<file path="src/plist_pkg.sv">
// ----------------------------------------------------------------------------
// plist_pkg
// Shared types and constants of the positional list engine: request and
// status codes, the command word passed from the front end to the back end.
// ----------------------------------------------------------------------------
package plist_pkg;

   // list geometry
   localparam int CAPACITY    = 16;
   localparam int VALUE_WIDTH = 16;
   localparam int IDX_W       = $clog2(CAPACITY);
   localparam int COUNT_W     = $clog2(CAPACITY + 1);
   localparam int POS_W       = 5;
   localparam int TYPE_W      = 3;
   localparam int STATUS_W    = 3;
   localparam int QUEUE_DEPTH = 2;
   localparam int QPTR_W      = $clog2(QUEUE_DEPTH);
   localparam int QCNT_W      = $clog2(QUEUE_DEPTH + 1);

   // request type codes on the input channel
   localparam logic [TYPE_W-1:0] REQ_INS_FRONT = 3'd0;
   localparam logic [TYPE_W-1:0] REQ_INS_POS   = 3'd1;
   localparam logic [TYPE_W-1:0] REQ_INS_BACK  = 3'd2;
   localparam logic [TYPE_W-1:0] REQ_DELETE    = 3'd3;
   localparam logic [TYPE_W-1:0] REQ_SEARCH    = 3'd4;
   localparam logic [TYPE_W-1:0] REQ_LIST      = 3'd5;

   // result status codes
   localparam logic [STATUS_W-1:0] ST_OK        = 3'd0;
   localparam logic [STATUS_W-1:0] ST_OVERFLOW  = 3'd1;
   localparam logic [STATUS_W-1:0] ST_UNDERFLOW = 3'd2;
   localparam logic [STATUS_W-1:0] ST_BADPOS    = 3'd3;
   localparam logic [STATUS_W-1:0] ST_NOTFOUND  = 3'd4;

   // operation carried out by the back end
   typedef enum logic [1:0] {
      CMD_INSERT,
      CMD_DELETE,
      CMD_SEARCH,
      CMD_LIST
   } cmd_op_type;

   // where an insert lands
   typedef enum logic [1:0] {
      WHERE_FRONT,
      WHERE_POS,
      WHERE_BACK
   } ins_where_type;

   // classified request
   typedef struct packed {
      cmd_op_type             op;
      ins_where_type          where;
      logic [POS_W-1:0]       position;
      logic [VALUE_WIDTH-1:0] value;
   } cmd_type;

endpackage

</file>
<file path="src/plist_front.sv">
// ----------------------------------------------------------------------------
// plist_front
// Front end: takes requests, drops unknown request types and turns the rest
// into command words for the queue.
// ----------------------------------------------------------------------------
module plist_front
   import plist_pkg::*;
(
   input  logic                   clock,
   input  logic                   reset,
   input  logic                   req_valid,
   output logic                   req_ready,
   input  logic [TYPE_W-1:0]      req_type,
   input  logic [POS_W-1:0]       req_position,
   input  logic [VALUE_WIDTH-1:0] req_value,
   output logic                   push,
   output cmd_type                push_cmd,
   input  logic                   queue_ready
);

   logic known;

   // request decoder
   always_comb begin
      known          = 1'b1;
      push_cmd.op    = CMD_INSERT;
      push_cmd.where = WHERE_POS;
      unique case (req_type)
         REQ_INS_FRONT: begin
            push_cmd.where = WHERE_FRONT;
         end
         REQ_INS_POS: begin
            push_cmd.where = WHERE_POS;
         end
         REQ_INS_BACK: begin
            push_cmd.where = WHERE_BACK;
         end
         REQ_DELETE: begin
            push_cmd.op = CMD_DELETE;
         end
         REQ_SEARCH: begin
            push_cmd.op = CMD_SEARCH;
         end
         REQ_LIST: begin
            push_cmd.op = CMD_LIST;
         end
         default: begin
            known = 1'b0;
         end
      endcase
      push_cmd.position = req_position;
      push_cmd.value    = req_value;
   end

   // unknown types are taken and dropped; known ones wait for queue space
   // ready is held low while reset is applied
   assign req_ready = !reset && (queue_ready || !known);
   assign push      = req_valid && queue_ready && known && !reset;

endmodule

</file>
<file path="src/plist_queue.sv">
// ----------------------------------------------------------------------------
// plist_queue
// Short command queue between the front end and the back end, so that each
// side can stall on its own.
// ----------------------------------------------------------------------------
module plist_queue
   import plist_pkg::*;
(
   input  logic    clock,
   input  logic    reset,
   input  logic    push,
   input  cmd_type push_cmd,
   output logic    queue_ready,
   output logic    pop_valid,
   output cmd_type pop_cmd,
   input  logic    pop
);

   cmd_type             slot_ff [QUEUE_DEPTH];
   logic [QPTR_W-1:0]   wr_ptr_ff;
   logic [QPTR_W-1:0]   wr_ptr_in;
   logic [QPTR_W-1:0]   rd_ptr_ff;
   logic [QPTR_W-1:0]   rd_ptr_in;
   logic [QCNT_W-1:0]   fill_ff;
   logic [QCNT_W-1:0]   fill_in;
   logic                do_push;
   logic                do_pop;

   assign queue_ready = (fill_ff != QCNT_W'(QUEUE_DEPTH));
   assign pop_valid   = (fill_ff != '0);
   assign pop_cmd     = slot_ff[rd_ptr_ff];
   assign do_push     = push && queue_ready;
   assign do_pop      = pop && pop_valid;

   // pointer and fill update
   always_comb begin
      wr_ptr_in = wr_ptr_ff;
      rd_ptr_in = rd_ptr_ff;
      fill_in   = fill_ff;
      if (do_push) begin
         wr_ptr_in = (wr_ptr_ff == QPTR_W'(QUEUE_DEPTH - 1)) ? '0 : wr_ptr_ff + 1'b1;
      end
      if (do_pop) begin
         rd_ptr_in = (rd_ptr_ff == QPTR_W'(QUEUE_DEPTH - 1)) ? '0 : rd_ptr_ff + 1'b1;
      end
      if (do_push && !do_pop) begin
         fill_in = fill_ff + 1'b1;
      end else if (do_pop && !do_push) begin
         fill_in = fill_ff - 1'b1;
      end
   end

   always_ff @(posedge clock) begin
      if (reset) begin
         wr_ptr_ff <= '0;
         rd_ptr_ff <= '0;
         fill_ff   <= '0;
      end else begin
         wr_ptr_ff <= wr_ptr_in;
         rd_ptr_ff <= rd_ptr_in;
         fill_ff   <= fill_in;
      end
   end

   // command storage
   always_ff @(posedge clock) begin
      if (do_push) begin
         slot_ff[wr_ptr_ff] <= push_cmd;
      end
   end

endmodule

</file>
<file path="src/plist_back.sv">
// ----------------------------------------------------------------------------
// plist_back
// Back end: holds the list, does inserts and deletes from the idle state,
// and scans one position a cycle for search/list unless the result stalls.
// ----------------------------------------------------------------------------
module plist_back
   import plist_pkg::*;
(
   input  logic                   clock,
   input  logic                   reset,
   input  logic                   pop_valid,
   input  cmd_type                pop_cmd,
   output logic                   pop,
   output logic                   rsp_valid,
   input  logic                   rsp_ready,
   output logic [STATUS_W-1:0]    rsp_status,
   output logic [VALUE_WIDTH-1:0] rsp_item_value,
   output logic [IDX_W-1:0]       rsp_item_position,
   output logic [COUNT_W-1:0]     rsp_length,
   output logic                   rsp_last
);

   typedef enum logic [1:0] {
      BK_IDLE = 2'b01,
      BK_SCAN = 2'b10
   } back_state_type;

   back_state_type         state_ff;
   back_state_type         state_in;
   logic [VALUE_WIDTH-1:0] entry_ff [CAPACITY];
   logic [VALUE_WIDTH-1:0] entry_in [CAPACITY];
   logic [COUNT_W-1:0]     count_ff;
   logic [COUNT_W-1:0]     count_in;
   logic [CAPACITY-1:0]    mask_ff;
   logic [CAPACITY-1:0]    mask_in;
   logic [IDX_W-1:0]       idx_ff;
   logic [IDX_W-1:0]       idx_in;

   logic                   out_valid_ff;
   logic                   out_valid_in;
   logic [STATUS_W-1:0]    out_status_ff;
   logic [STATUS_W-1:0]    out_status_in;
   logic [VALUE_WIDTH-1:0] out_value_ff;
   logic [VALUE_WIDTH-1:0] out_value_in;
   logic [IDX_W-1:0]       out_pos_ff;
   logic [IDX_W-1:0]       out_pos_in;
   logic [COUNT_W-1:0]     out_length_ff;
   logic [COUNT_W-1:0]     out_length_in;
   logic                   out_last_ff;
   logic                   out_last_in;

   logic                   out_free;
   logic [POS_W-1:0]       ins_pos;
   logic [POS_W-1:0]       count_pos;
   logic                   is_full;
   logic                   is_empty;
   logic [CAPACITY-1:0]    live_mask;
   logic [CAPACITY-1:0]    hit_mask;
   logic [CAPACITY-1:0]    rest_mask;
   logic                   do_insert;
   logic                   do_delete;

   assign out_free  = !out_valid_ff || rsp_ready;
   assign pop       = pop_valid && (state_ff == BK_IDLE) && out_free;
   assign count_pos = POS_W'(count_ff);
   assign is_full   = (count_ff == COUNT_W'(CAPACITY));
   assign is_empty  = (count_ff == '0);
   assign rest_mask = mask_ff & ~(CAPACITY'(1) << idx_ff);

   // resolved insert position
   always_comb begin
      case (pop_cmd.where)
         WHERE_FRONT: ins_pos = '0;
         WHERE_BACK:  ins_pos = count_pos;
         default:     ins_pos = pop_cmd.position;
      endcase
   end

   // occupied positions and search matches, compared in parallel
   always_comb begin
      for (int k = 0; k < CAPACITY; k++) begin
         live_mask[k] = (COUNT_W'(k) < count_ff);
         hit_mask[k]  = live_mask[k] && (entry_ff[k] == pop_cmd.value);
      end
   end

   // sequencer and result register
   always_comb begin
      state_in      = state_ff;
      count_in      = count_ff;
      mask_in       = mask_ff;
      idx_in        = idx_ff;
      out_valid_in  = out_valid_ff && !rsp_ready;
      out_status_in = out_status_ff;
      out_value_in  = out_value_ff;
      out_pos_in    = out_pos_ff;
      out_length_in = out_length_ff;
      out_last_in   = out_last_ff;
      do_insert     = 1'b0;
      do_delete     = 1'b0;

      unique case (state_ff)
         BK_IDLE: begin
            if (pop) begin
               out_value_in = '0;
               out_pos_in   = '0;
               out_last_in  = 1'b1;
               out_status_in = ST_OK;
               case (pop_cmd.op)
                  CMD_INSERT: begin
                     out_valid_in = 1'b1;
                     if (is_full) begin
                        out_status_in = ST_OVERFLOW;
                     end else if (ins_pos > count_pos) begin
                        out_status_in = ST_BADPOS;
                     end else begin
                        do_insert = 1'b1;
                        count_in  = count_ff + 1'b1;
                     end
                  end
                  CMD_DELETE: begin
                     out_valid_in = 1'b1;
                     if (is_empty) begin
                        out_status_in = ST_UNDERFLOW;
                     end else if (pop_cmd.position >= count_pos) begin
                        out_status_in = ST_BADPOS;
                     end else begin
                        do_delete = 1'b1;
                        count_in  = count_ff - 1'b1;
                     end
                  end
                  CMD_SEARCH: begin
                     if (hit_mask == '0) begin
                        out_valid_in  = 1'b1;
                        out_status_in = ST_NOTFOUND;
                     end else begin
                        mask_in  = hit_mask;
                        idx_in   = '0;
                        state_in = BK_SCAN;
                     end
                  end
                  default: begin
                     if (is_empty) begin
                        out_valid_in  = 1'b1;
                        out_status_in = ST_UNDERFLOW;
                     end else begin
                        mask_in  = live_mask;
                        idx_in   = '0;
                        state_in = BK_SCAN;
                     end
                  end
               endcase
               out_length_in = count_in;
            end
         end
         BK_SCAN: begin
            if (out_free) begin
               if (mask_ff[idx_ff]) begin
                  out_valid_in  = 1'b1;
                  out_status_in = ST_OK;
                  out_value_in  = entry_ff[idx_ff];
                  out_pos_in    = idx_ff;
                  out_length_in = count_ff;
                  out_last_in   = (rest_mask == '0);
                  mask_in       = rest_mask;
                  if (rest_mask == '0) begin
                     state_in = BK_IDLE;
                  end
               end
               idx_in = idx_ff + 1'b1;
            end
         end
         default: begin
            state_in = BK_IDLE;
         end
      endcase
   end

   // entry shift network: insert moves the tail up, delete moves it down
   always_comb begin
      for (int k = 0; k < CAPACITY; k++) begin
         entry_in[k] = entry_ff[k];
         if (do_insert) begin
            if (POS_W'(k) == ins_pos) begin
               entry_in[k] = pop_cmd.value;
            end else if ((k > 0) && (POS_W'(k) > ins_pos)) begin
               entry_in[k] = entry_ff[(k > 0) ? k - 1 : 0];
            end
         end else if (do_delete) begin
            if ((k < CAPACITY - 1) && (POS_W'(k) >= pop_cmd.position)) begin
               entry_in[k] = entry_ff[(k < CAPACITY - 1) ? k + 1 : k];
            end
         end
      end
   end

   // control registers
   always_ff @(posedge clock) begin
      if (reset) begin
         state_ff     <= BK_IDLE;
         count_ff     <= '0;
         out_valid_ff <= 1'b0;
      end else begin
         state_ff     <= state_in;
         count_ff     <= count_in;
         out_valid_ff <= out_valid_in;
      end
   end

   // payload registers
   always_ff @(posedge clock) begin
      mask_ff       <= mask_in;
      idx_ff        <= idx_in;
      out_status_ff <= out_status_in;
      out_value_ff  <= out_value_in;
      out_pos_ff    <= out_pos_in;
      out_length_ff <= out_length_in;
      out_last_ff   <= out_last_in;
      for (int k = 0; k < CAPACITY; k++) begin
         entry_ff[k] <= entry_in[k];
      end
   end

   assign rsp_valid         = out_valid_ff;
   assign rsp_status        = out_status_ff;
   assign rsp_item_value    = out_value_ff;
   assign rsp_item_position = out_pos_ff;
   assign rsp_length        = out_length_ff;
   assign rsp_last          = out_last_ff;

endmodule

</file>
<file path="src/positional_list_engine.sv">
// ----------------------------------------------------------------------------
// positional_list_engine
// Ordered list of up to 16 values with insert, delete, search and list
// requests; a decoding front end and an executing back end meet at a queue.
//
//   channel   direction  ports                                    handshake
//   request   in         req_type, req_position, req_value        req_valid/ready
//   result    out        rsp_status, rsp_item_value,              rsp_valid/ready
//                        rsp_item_position, rsp_length, rsp_last
//
// inserts and deletes: carried out from the back end idle state, one result
// search and list: the back end starts a scan, then walks one position of
//   the list a cycle while the result side does not stall, up to 16 positions
// the two-entry queue keeps taking requests, until it is full, while the
//   back end works or the result waits
// reset is synchronous and empties the list; stalls on the result side hold
//   the scan in place
// ----------------------------------------------------------------------------
module positional_list_engine
   import plist_pkg::*;
(
   input  logic                   clock,
   input  logic                   reset,
   input  logic                   req_valid,
   output logic                   req_ready,
   input  logic [TYPE_W-1:0]      req_type,
   input  logic [POS_W-1:0]       req_position,
   input  logic [VALUE_WIDTH-1:0] req_value,
   output logic                   rsp_valid,
   input  logic                   rsp_ready,
   output logic [STATUS_W-1:0]    rsp_status,
   output logic [VALUE_WIDTH-1:0] rsp_item_value,
   output logic [IDX_W-1:0]       rsp_item_position,
   output logic [COUNT_W-1:0]     rsp_length,
   output logic                   rsp_last
);

   logic    push;
   cmd_type push_cmd;
   logic    queue_ready;
   logic    pop_valid;
   cmd_type pop_cmd;
   logic    pop;

   // request decode
   plist_front u_front (
      .clock        (clock),
      .reset        (reset),
      .req_valid    (req_valid),
      .req_ready    (req_ready),
      .req_type     (req_type),
      .req_position (req_position),
      .req_value    (req_value),
      .push         (push),
      .push_cmd     (push_cmd),
      .queue_ready  (queue_ready)
   );

   // command queue
   plist_queue u_queue (
      .clock       (clock),
      .reset       (reset),
      .push        (push),
      .push_cmd    (push_cmd),
      .queue_ready (queue_ready),
      .pop_valid   (pop_valid),
      .pop_cmd     (pop_cmd),
      .pop         (pop)
   );

   // list storage and execution
   plist_back u_back (
      .clock             (clock),
      .reset             (reset),
      .pop_valid         (pop_valid),
      .pop_cmd           (pop_cmd),
      .pop               (pop),
      .rsp_valid         (rsp_valid),
      .rsp_ready         (rsp_ready),
      .rsp_status        (rsp_status),
      .rsp_item_value    (rsp_item_value),
      .rsp_item_position (rsp_item_position),
      .rsp_length        (rsp_length),
      .rsp_last          (rsp_last)
   );

endmodule
</file>
<file path="config.mk">
export PLATFORM = sky130hd
export DESIGN_NAME = positional_list_engine
export DESIGN_NICKNAME = d
export VERILOG_FILES = /design/src/plist_pkg.sv /design/src/plist_front.sv /design/src/plist_queue.sv /design/src/plist_back.sv /design/src/positional_list_engine.sv
export SDC_FILE = /design/constraint.sdc
export NUM_CORES = 1
export LEC_CHECK = 0
export BUFFER_PORTS_ARGS = -buffer_cell sky130_fd_sc_hd__buf_2
export CORE_ASPECT_RATIO = 1.1
export CORE_UTILIZATION = 60
export DETAILED_ROUTE_END_ITERATION = 10
export PLACE_DENSITY = 0.77
export SETUP_SLACK_MARGIN = 0.05
export SLEW_MARGIN = 20
export SYNTH_ARGS = -nofsm -noshare
export SYNTH_HDL_FRONTEND = slang
export SYNTH_SLANG_ARGS = --single-unit
</file>
<file path="constraint.sdc">
create_clock -name clock -period 6.65 [get_ports clock]
set_input_delay 1.33 -clock clock [delete_from_list [all_inputs] [get_ports clock]]
set_output_delay 1.33 -clock clock [all_outputs]
set_load 0.05 [all_outputs]
</file>
# --- Yosys cells after proc, flatten, opt, wreduce, memory -nomap -nowiden ---
# Memories as Yosys holds them, arrays and structs flattened. A register that Yosys moved wholly into a read port is not among the register bits.
# Index checks and enable logic that the tools add are counted.
# W data, S select, Z words.
totals:
  register_bits: 61
  latch_bits: 0
  mem_bits_rw: 306
  romBits: 0
  inputBits: 28
  out_inout_bits: 31
  wordCells: 338
  mem_count: 2
classes:
  addsub: 7
  mul: 0
  n_div: 0
  magnitude_cmp: 49
  n_eq_ne: 50
  shifts: 1
  muxes: 162
  bitwise_logic: 2
  n_reduce_logical: 52
mem_list:
  columns: ["name", "depth", "width", "read_ports", "rd_clocked_by_memory_dff", "write_ports", "line_no", "source"]
  rows:
  - ["u_back.entry_ff", 16, 16, 17, 1, 16, "plist_back.sv:30", "logic [VALUE_WIDTH-1:0] entry_ff [CAPACITY];"]
  - ["u_queue.slot_ff", 2, 25, 1, 1, 1, "plist_queue.sv:19", "cmd_type slot_ff [QUEUE_DEPTH];"]
ops:
  columns: ["operator", "n"]
  rows:
  - ["$mux W16", 85]
  - ["$eq A16 B16 Y1", 16]
  - ["$pmux W16 S2", 3]
  - ["$eq A4 B5 Y1 const A", 8]
  - ["$gt A4 B5 Y1 const A", 8]
  - ["$lt A4 B5 Y1 const A", 8]
  - ["$ge A4 B5 Y1 const A", 7]
  - ["$mux W5", 7]
  - ["$logic_not A16 Y1", 2]
  - ["$mux W4", 8]
  - ["$pmux W5 S2", 3]
  - ["$logic_and A1 B1 Y1", 27]
  - ["$mux W1", 26]
  - ["$pmux W4 S2", 3]
  - ["$mux W2", 11]
  - ["$eq A3 B5 Y1 const A", 4]
  - ["$ge A3 B5 Y1 const A", 4]
  - ["$gt A3 B5 Y1 const A", 4]
  - ["$lt A3 B5 Y1 const A", 4]
  - ["$mux W3", 6]
  - ["$and A16 B16 Y16", 1]
  - ["$not A16 Y16", 1]
  - ["$shl A1 B4 Y16 const A", 1]
  - ["$reduce_and A7 Y1", 2]
  - ["other kinds (43)", 74]

# --- Depth between registers and ports, before layout ---
# Gate-level depths: netlist (run 1).
logic_depth:
  depth_word: 10
  mapped_depth: 18
  ltp_nobuf: 15

# --- By module ---
# From an unflattened synthesis (run 1), not the netlist that was laid out.
hier_totals:
  hier_cells: 2202
  hier_area_um2: 24159.4
modules_own_cells:
  columns: ["module", "n_inst", "cells_each", "area_each_um2", "seq_area_each_um2"]
  rows:
  - ["plist_back", 1, 2069, 21919.8, 9399.0]
  - ["plist_queue", 1, 102, 2025.7, 1601.5]
  - ["plist_front", 1, 31, 214.0, 0.0]

# --- Worst setup path before layout (run 1) ---
# Ideal clock, no wire load.
synth_timing:
  path_type: "flip-flop to flip-flop"
  from: "reg with a tool-made name"
  to: "mem u_back.entry_ff[12][0], enable pin"
  setup_ps: 416
  arrival_ps: 4682
  slack_ps: 1552
  path_stages_with_launch: 16
  synth_period_minus_slack_ps: 5098
  cell_sequence: "dfxtp_1 -> buf_6 -> buf_8 -> mux2_2 -> a22oi_2 -> inv_2 -> ha_1 -> nor2b_1 -> o21a_1 -> o21a_1 -> o21a_1 -> o22ai_1 -> nand3_1 -> clkbuf_1 -> clkbuf_1 -> o32ai_1"
synth_lines:
  columns: ["element", "line_no"]
  rows:
  - ["to (decl)", "plist_back.sv:30"]

==> results of run 1 <==
stage by stage:
step	total power [mW]	cells	util [%]	hold slack [ns]	worst slack, ns
after CTS	9.31	2982	66.1	0.503	1.80
after floorplan	5.94	2482	-	0.460	1.55
after global placement	6.94	2906	62.7	0.475	1.88
after global routing	9.72	2983	66.3	0.554	1.47
after detailed placement	7.01	2906	62.7	0.492	1.78
final	9.43	2983	66.3	0.501	1.80
layer usage:
metal / wire [um] / part of all wire (%) / GRT usage (%)
met5: 14 / 0.019 / 0
met4: 3960 / 5.3 / 17.8
met3: 8500 / 11 / 7.90
met2: 33700 / 45 / 56.0
met1: 28900 / 38 / 49.0
registers in the layout, indices dropped and copies added (netlist names), named ones only:
register / flops
u_back.idx_ff: 4
u_queue.fill_ff: 2
u_back.entry_ff: 256
u_back.rsp_item_value: 16
u_back.state_ff: 2
u_queue.rd_ptr_ff: 1
u_queue.slot_ff: 50
u_back.rsp_last: 1
u_back.rsp_status: 3
u_back.mask_ff: 16
u_back.rsp_item_position: 4
u_queue.wr_ptr_ff: 1
u_back.rsp_length: 5
u_back.rsp_valid: 1
u_back.count_ff: 5
where the power goes:
| group | switching [mW] | internal (mW) | leakage, nW |
|---|---|---|---|
| logic | 2.44 | 1.36 | 4.92 |
| clock network | 0.971 | 1.36 | 0.663 |
| registers | 0.304 | 3.00 | 3.38 |
| total | 3.71 | 5.71 | 8.96 |
synthesized netlist by cell type, types with 5 or more instances:
cell,count,area share (%)
a211oi_1,7,0.22
a21o_1,5,0.15
a21oi_1,188,3.9
a31oi_1,5,0.13
and2_1,28,0.72
buf_1,14,0.22
buf_2,12,0.25
buf_4,20,0.62
buf_6,8,0.37
clkbuf_1,136,2.1
dfxtp_1,17,1.4
edfxtp_1,355,44
ha_1,23,1.2
inv_1,29,0.45
mux2i_1,7,0.29
mux2i_4,17,1.6
mux4_2,85,7.9
nand2_1,391,6.1
nand2b_1,10,0.26
nand3_1,32,0.66
nand4_1,26,0.67
nor2_1,207,3.2
nor2b_1,14,0.36
nor3_1,39,0.81
nor4_1,80,2.1
o21a_1,8,0.25
o21ai_0,361,7.5
o21ai_1,9,0.19
o22ai_1,12,0.31
or4_1,10,0.31
xnor2_1,247,8.9
xor2_1,12,0.43
worst paths after layout:
path / to / depth (start not counted)
max: u_back.entry_ff[10][7] / 10
min: u_back.state_ff[1] / 2
max reg2reg: u_back.entry_ff[10][7] / 10
min reg2reg: u_back.state_ff[1] / 2
cell families (layout without fill, tap and decap cells):
group,after synthesis,in the layout,synth area share [%]
AO/OA/AOI/OAI,629,629,13.9
XOR/XNOR,261,261,9.49
adder cells (fa/ha/maj),23,23,1.19
buffers and inverters,225,219,4.20
flip-flops,372,372,45.4
multiplexers,118,118,10.2
AND/OR/NAND/NOR,854,854,15.7
layout by cell type (no fill, tap or decap), types with 7 or more instances in the layout:
cell	instances
o21a_1	7
mux2i_4	17
nor4_1	80
nand2b_1	10
mux2i_1	7
clkbuf_16	44
nand4_1	26
inv_1	29
o21ai_0	359
ha_1	22
clkinv_2	8
a211oi_1	7
buf_4	50
nor2_1	207
nor3_1	39
xor2_1	12
dfxtp_1	14
nand3_1	27
clkbuf_1	11
o21ai_1	11
mux4_2	85
o22ai_1	10
buf_2	58
edfxtp_1	355
nor2b_1	13
a21oi_1	188
or4_1	10
xnor2_1	247
nand2_1	389
and2_1	26
critical path, delay by kind of cell, from the launching register on:
family	cells	cell delay [ns]
buffers and inverters	2	0.90
multiplexers	1	0.26
AND/OR/NAND/NOR	1	0.33
AO/OA/AOI/OAI	5	2.12
flip-flops	1	0.48
adder cells (fa/ha/maj)	1	0.38
cell type report:
class | count | area share, %
timing repair buffer | 111 | 2.77
inverter | 32 | 0.459
tap | 507 | 2.43
sequential | 372 | 42.1
clock buffer | 58 | 4.53
clock inverter | 18 | 0.632
multi-input combinational | 1885 | 47.1
==> run summary, run 1 <==
RePlAce Congestion -> 0.985
drt wl/cell -> 25.2 um
worst skew pair latency -> 0.57 ns
Fill cells -> 3010
largest net degree at the start of global routing -> 178
reg-to-reg setup timing slack -> 1.80 ns
endpoints failing setup -> 0
Power Dens Cells -> 360 nW/um^2
CTS HTree Levels -> 2
post-detail-place hpwl -> 54000 um
CTS tree -> built
DRT antenna net count -> 0
largest fanout on the critical path -> 21
Top FF cell, synth -> edfxtp_1
Pre-Repair DR Iteration Count -> 8
cell count after synthesis -> 2482
fmax -> 0.206 GHz
fin crit share -> 73.0%
Mapped Area -> 24200 um^2
residual DRC count -> 0
HP Class -> flop to flop
layout cells sized above 1 -> 13.0%
hold_sp -> u_back.state_ff[1]
Synthesis Warnings -> 0
global-route wire length before repair -> 114000 um
nets -> 2495
register area share after synthesis -> 45.4%
ys async rst share -> 0%
Mapped Nets -> 2533
Hold Buf Count CTS -> 0
syn avg cell area -> 9.77 um^2
Ports -> 59
final WL -> 75100 um
cell row count -> 76
crit-path cells -> buf_4 -> mux2i_1 -> o21ai_1 -> ha_1 -> o21a_1 -> o22ai_1 -> nand3_4 -> o2bb2ai_2 -> buf_4 -> a211o_1
IO Port Bufs -> 58
Crit path largest cell delay -> 0.69 ns
min Tclk post-route -> 4.85 ns
Pleak -> 8.96 nW
post-synthesis register bit count -> 372
vias in the first global route -> 18620
Longest Clk Path Bufs -> 3
Crit. End Element -> flop
slew at the pin closest to its max-slew limit -> 1.11 ns
cell area after layout -> 26100 um^2
Critical-path top delay cell -> a211o_1
die area -> 41200 um^2
Post-DP Area -> 24700 um^2
Peak VDD IR -> 0.191 mV
clk sinks -> 372
via count -> 20084
chip width -> 194 um
outcome -> complete, no violations
Setup Buffers After CTS -> 0
maxcap violations -> 0
Worst setup SP type -> flop
initial antenna violation count -> 3
GRT overflow -> 0
most frequent CP cell -> buf_4
Final Hold Vio Count -> 0
GRT Resource Usage Total -> 36.3%
Layout area overhead -> 7.84%
Max-slew headroom -> 26.2%
initial core utilization -> 61.4%
Root Buffer -> clkbuf_16
final setup TNS -> 0 ns
area of the multi-input gates -> 12300 um^2
Max Slew Vio Count -> 0
EDFF count, synth -> 355
kind of critical path -> flop to flop
register area -> 11000 um^2
clk slew on worst S/H paths -> 0.06 ns
vias per cell -> 6.73
Setup Skew -> 0.0227 ns
Initial DRC Count -> 3086
CTS buffer count -> 42
synth unique cells -> 69
post_cts resized -> 0
Core ar. -> 39500 um^2
RSZ-0062 raised after global routing -> no
ANT cells -> 0
worst path arrival time -> 5.04 ns
die height -> 213 um
CP Data Required Time -> 6.84 ns
(Power assumes the default switching activity.)
==> run 2: changes to the inputs <==
- CORE_UTILIZATION: 60 -> 58
- PLACE_DENSITY: 0.77 -> 0.78
- clock period: 6.65 -> 3.9 ns (I/O delays scaled with it)
==> run 2 against run 1 <==
Maximum frequency increased by 32%. Global-route usage is 1.5 points higher. Sequential share of layout area fell by 1.5 points. Design area is 3.7% higher. Clock power rose by 69%. Largest cell class unchanged. Largest power group unchanged.
==> run summary, run 2 (synthesized netlist as in run 1, its figures left out) <==
Pre-Repair DR Iteration Count -> 6 (-2)
slew at the pin closest to its max-slew limit -> 0.957 ns (-0.149 ns)
Setup Skew -> 0.0209 ns (-0.00180 ns)
grt met3 use -> 8.15% (+0.26 points)
vias per cell -> 6.63 (-1.6%)
Max Slew Vio Count -> 0 (unchanged)
global-route wire length before repair -> 120000 um (+5.6%)
most frequent CP cell -> buf_12
WHS -> 0.408 ns (-0.0927 ns)
fin crit share -> 94.0% (+21 points)
fmax -> 0.273 GHz (+32%)
Max-slew headroom -> 36.1% (+9.9 points)
HP Class -> input pin to flop
Worst setup SP type -> flop
Longest Clk Path Bufs -> 3 (unchanged)
final setup TNS -> 0 ns (unchanged)
initial antenna violation count -> 3 (unchanged)
crit-path cells -> buf_12 -> mux2i_4 -> buf_12 -> xnor2_1 -> nor4_1 -> nand4_1 -> o21ai_1 -> nor2_1 -> nand3_2 -> o21ai_4 -> a21oi_1 -> buf_4
clk sinks -> 372 (unchanged)
met1 usage in global routing -> 52.6% (+3.6 points)
worst skew pair latency -> 0.58 ns (about the same)
CTS HTree Levels -> 2 (unchanged)
critical path buffer and inverter count -> 3 (+1)
CTS buffer count -> 41 (-2.4%)
most frequent cells in the layout -> 389 x nand2_1, 359 x o21ai_0, 355 x edfxtp_1
Hold Buf Count CTS -> 0 (unchanged)
Finished Layout Cells -> 3103 (+4.0%)
Final Hold Vio Count -> 0 (unchanged)
maxcap violations -> 0 (unchanged)
biggest regs -> u_back.entry_ff (256), u_queue.slot_ff (50)
nets -> 2566 (+2.8%)
Critical-path top delay cell -> mux2i_4
Layout area overhead -> 11.8%
kind of cell adding the most delay to the critical path -> simple AND/OR/NAND/NOR gates
final WL -> 80000 um (+6.6%)
CP Data Required Time -> 4.16 ns (-2.68 ns)
RePlAce Congestion -> 1.01 (+3.0%)
cell row count -> 78 (+2.6%)
layout cells sized above 1 -> 15.6% (+2.6 points)
commonest non-fill, non-tap cell in the layout -> nand2_1
gr busiest metal -> met2
Ports -> 59 (unchanged)
via count -> 20565 (+2.4%)
met2 Use GR -> 56.7% (+0.73 points)
worst path arrival time -> 3.93 ns (-1.11 ns)
reg-to-reg setup timing slack -> 0.23 ns (-1.56 ns)
Placed Instances -> 3032 (+4.3%)
DRT antenna net count -> 0 (unchanged)
CTS tree -> built
residual DRC count -> 0 (unchanged)
min Tclk post-route -> 3.67 ns (-1.19 ns)
initial core utilization -> 58.9% (-2.6 points)
drt wl/cell -> 25.8 um (+2.5%)
chip width -> 197 um (+1.7%)
Initial DRC Count -> 2976 (-3.6%)
largest fanout on the critical path -> 18 (-14%)
RSZ-0062 raised after global routing -> no
Core ar. -> 41200 um^2 (+4.4%)
endpoints failing setup -> 0 (unchanged)
Crit path largest cell delay -> 0.54 ns (-0.15 ns)
Pleak -> 9.40 nW (+5.0%)
die area -> 42600 um^2 (+3.4%)
Largest register FFs -> 256 (unchanged)
IO Port Bufs -> 58 (unchanged)
vias in the first global route -> 19130 (+2.7%)
GRT Resource Usage Total -> 37.8% (+1.5 points)
die height -> 216 um (+1.7%)
Crit. End Element -> flop
Power Dens Cells -> 606 nW/um^2 (+68%)
outcome -> complete, no violations
clk slew on worst S/H paths -> 0.06 ns (about the same)
Root Buffer -> clkbuf_16
Top reg by flops -> u_back.entry_ff
Peak VDD IR -> 0.349 mV (+83%)
Setup WS post-layout -> 0.233 ns (-1.56 ns)
largest net degree at the start of global routing -> 169 (-5.1%)
pre-CTS WS -> 0.176 ns (-1.60 ns)
GRT overflow -> 0 (unchanged)
post-detail-place hpwl -> 57200 um (+5.9%)
kind of critical path -> flop to flop
-- run 2: final timing paths --
path | from | depth (start not counted) | end
max | flop | 12 | u_back.mask_ff[7]
min | req_value[8] | 1 | u_queue.slot_ff[1][8]
max reg2reg | flop | 12 | u_back.mask_ff[7]
min reg2reg | u_back.state_ff[1] | 2 | u_back.state_ff[1]
-- run 2: final cells by class --
class / instances / area (um^2)
timing repair buffer: 183 / 1530
clock buffer: 58 / 1210
sequential: 372 / 11000
multi-input combinational: 1885 / 12400
inverter: 32 / 120
fill: 3295 / 14100
clock inverter: 12 / 111
tap: 560 / 701
antenna: 1 / 2.50
-- run 2: report_power, final --
group / internal (mW) / switching [mW] / leakage [nW] / total [mW]
Clock: 2.29 / 1.65 / 0.649 / 3.94
Sequential: 5.11 / 0.556 / 3.38 / 5.66
Combinational: 2.58 / 4.25 / 5.37 / 6.83
-- run 2: through the flow --
stage / power [mW] / utilization (%) / cell area (um^2)
floorplan: 10.2 / - / 24500
global placement: 12.3 / 62.6 / 25800
detailed placement: 12.4 / 62.6 / 25800
CTS: 16.3 / 65.8 / 27100
global route: 17.0 / 65.8 / 27100
finish: 16.4 / 65.8 / 27100
-- run 2: per-layer routing --
| layer | routed length [um] | vias to the layer above |
|---|---|---|
| met5 | 13 | - |
| met1 | 31300 | 9867 |
| met4 | 4010 | 2 |
| met2 | 35400 | 1430 |
| met3 | 9270 | 213 |
| li1 | - | 9053 |
-- run 2: repair_timing --
item | 4_1_cts | 5_1_grt
endpoints found under the hold margin | 0 | 0
setup endpoints to repair | 0 | 80
gates resized for setup | 0 | 3
setup buffers | 0 | 0
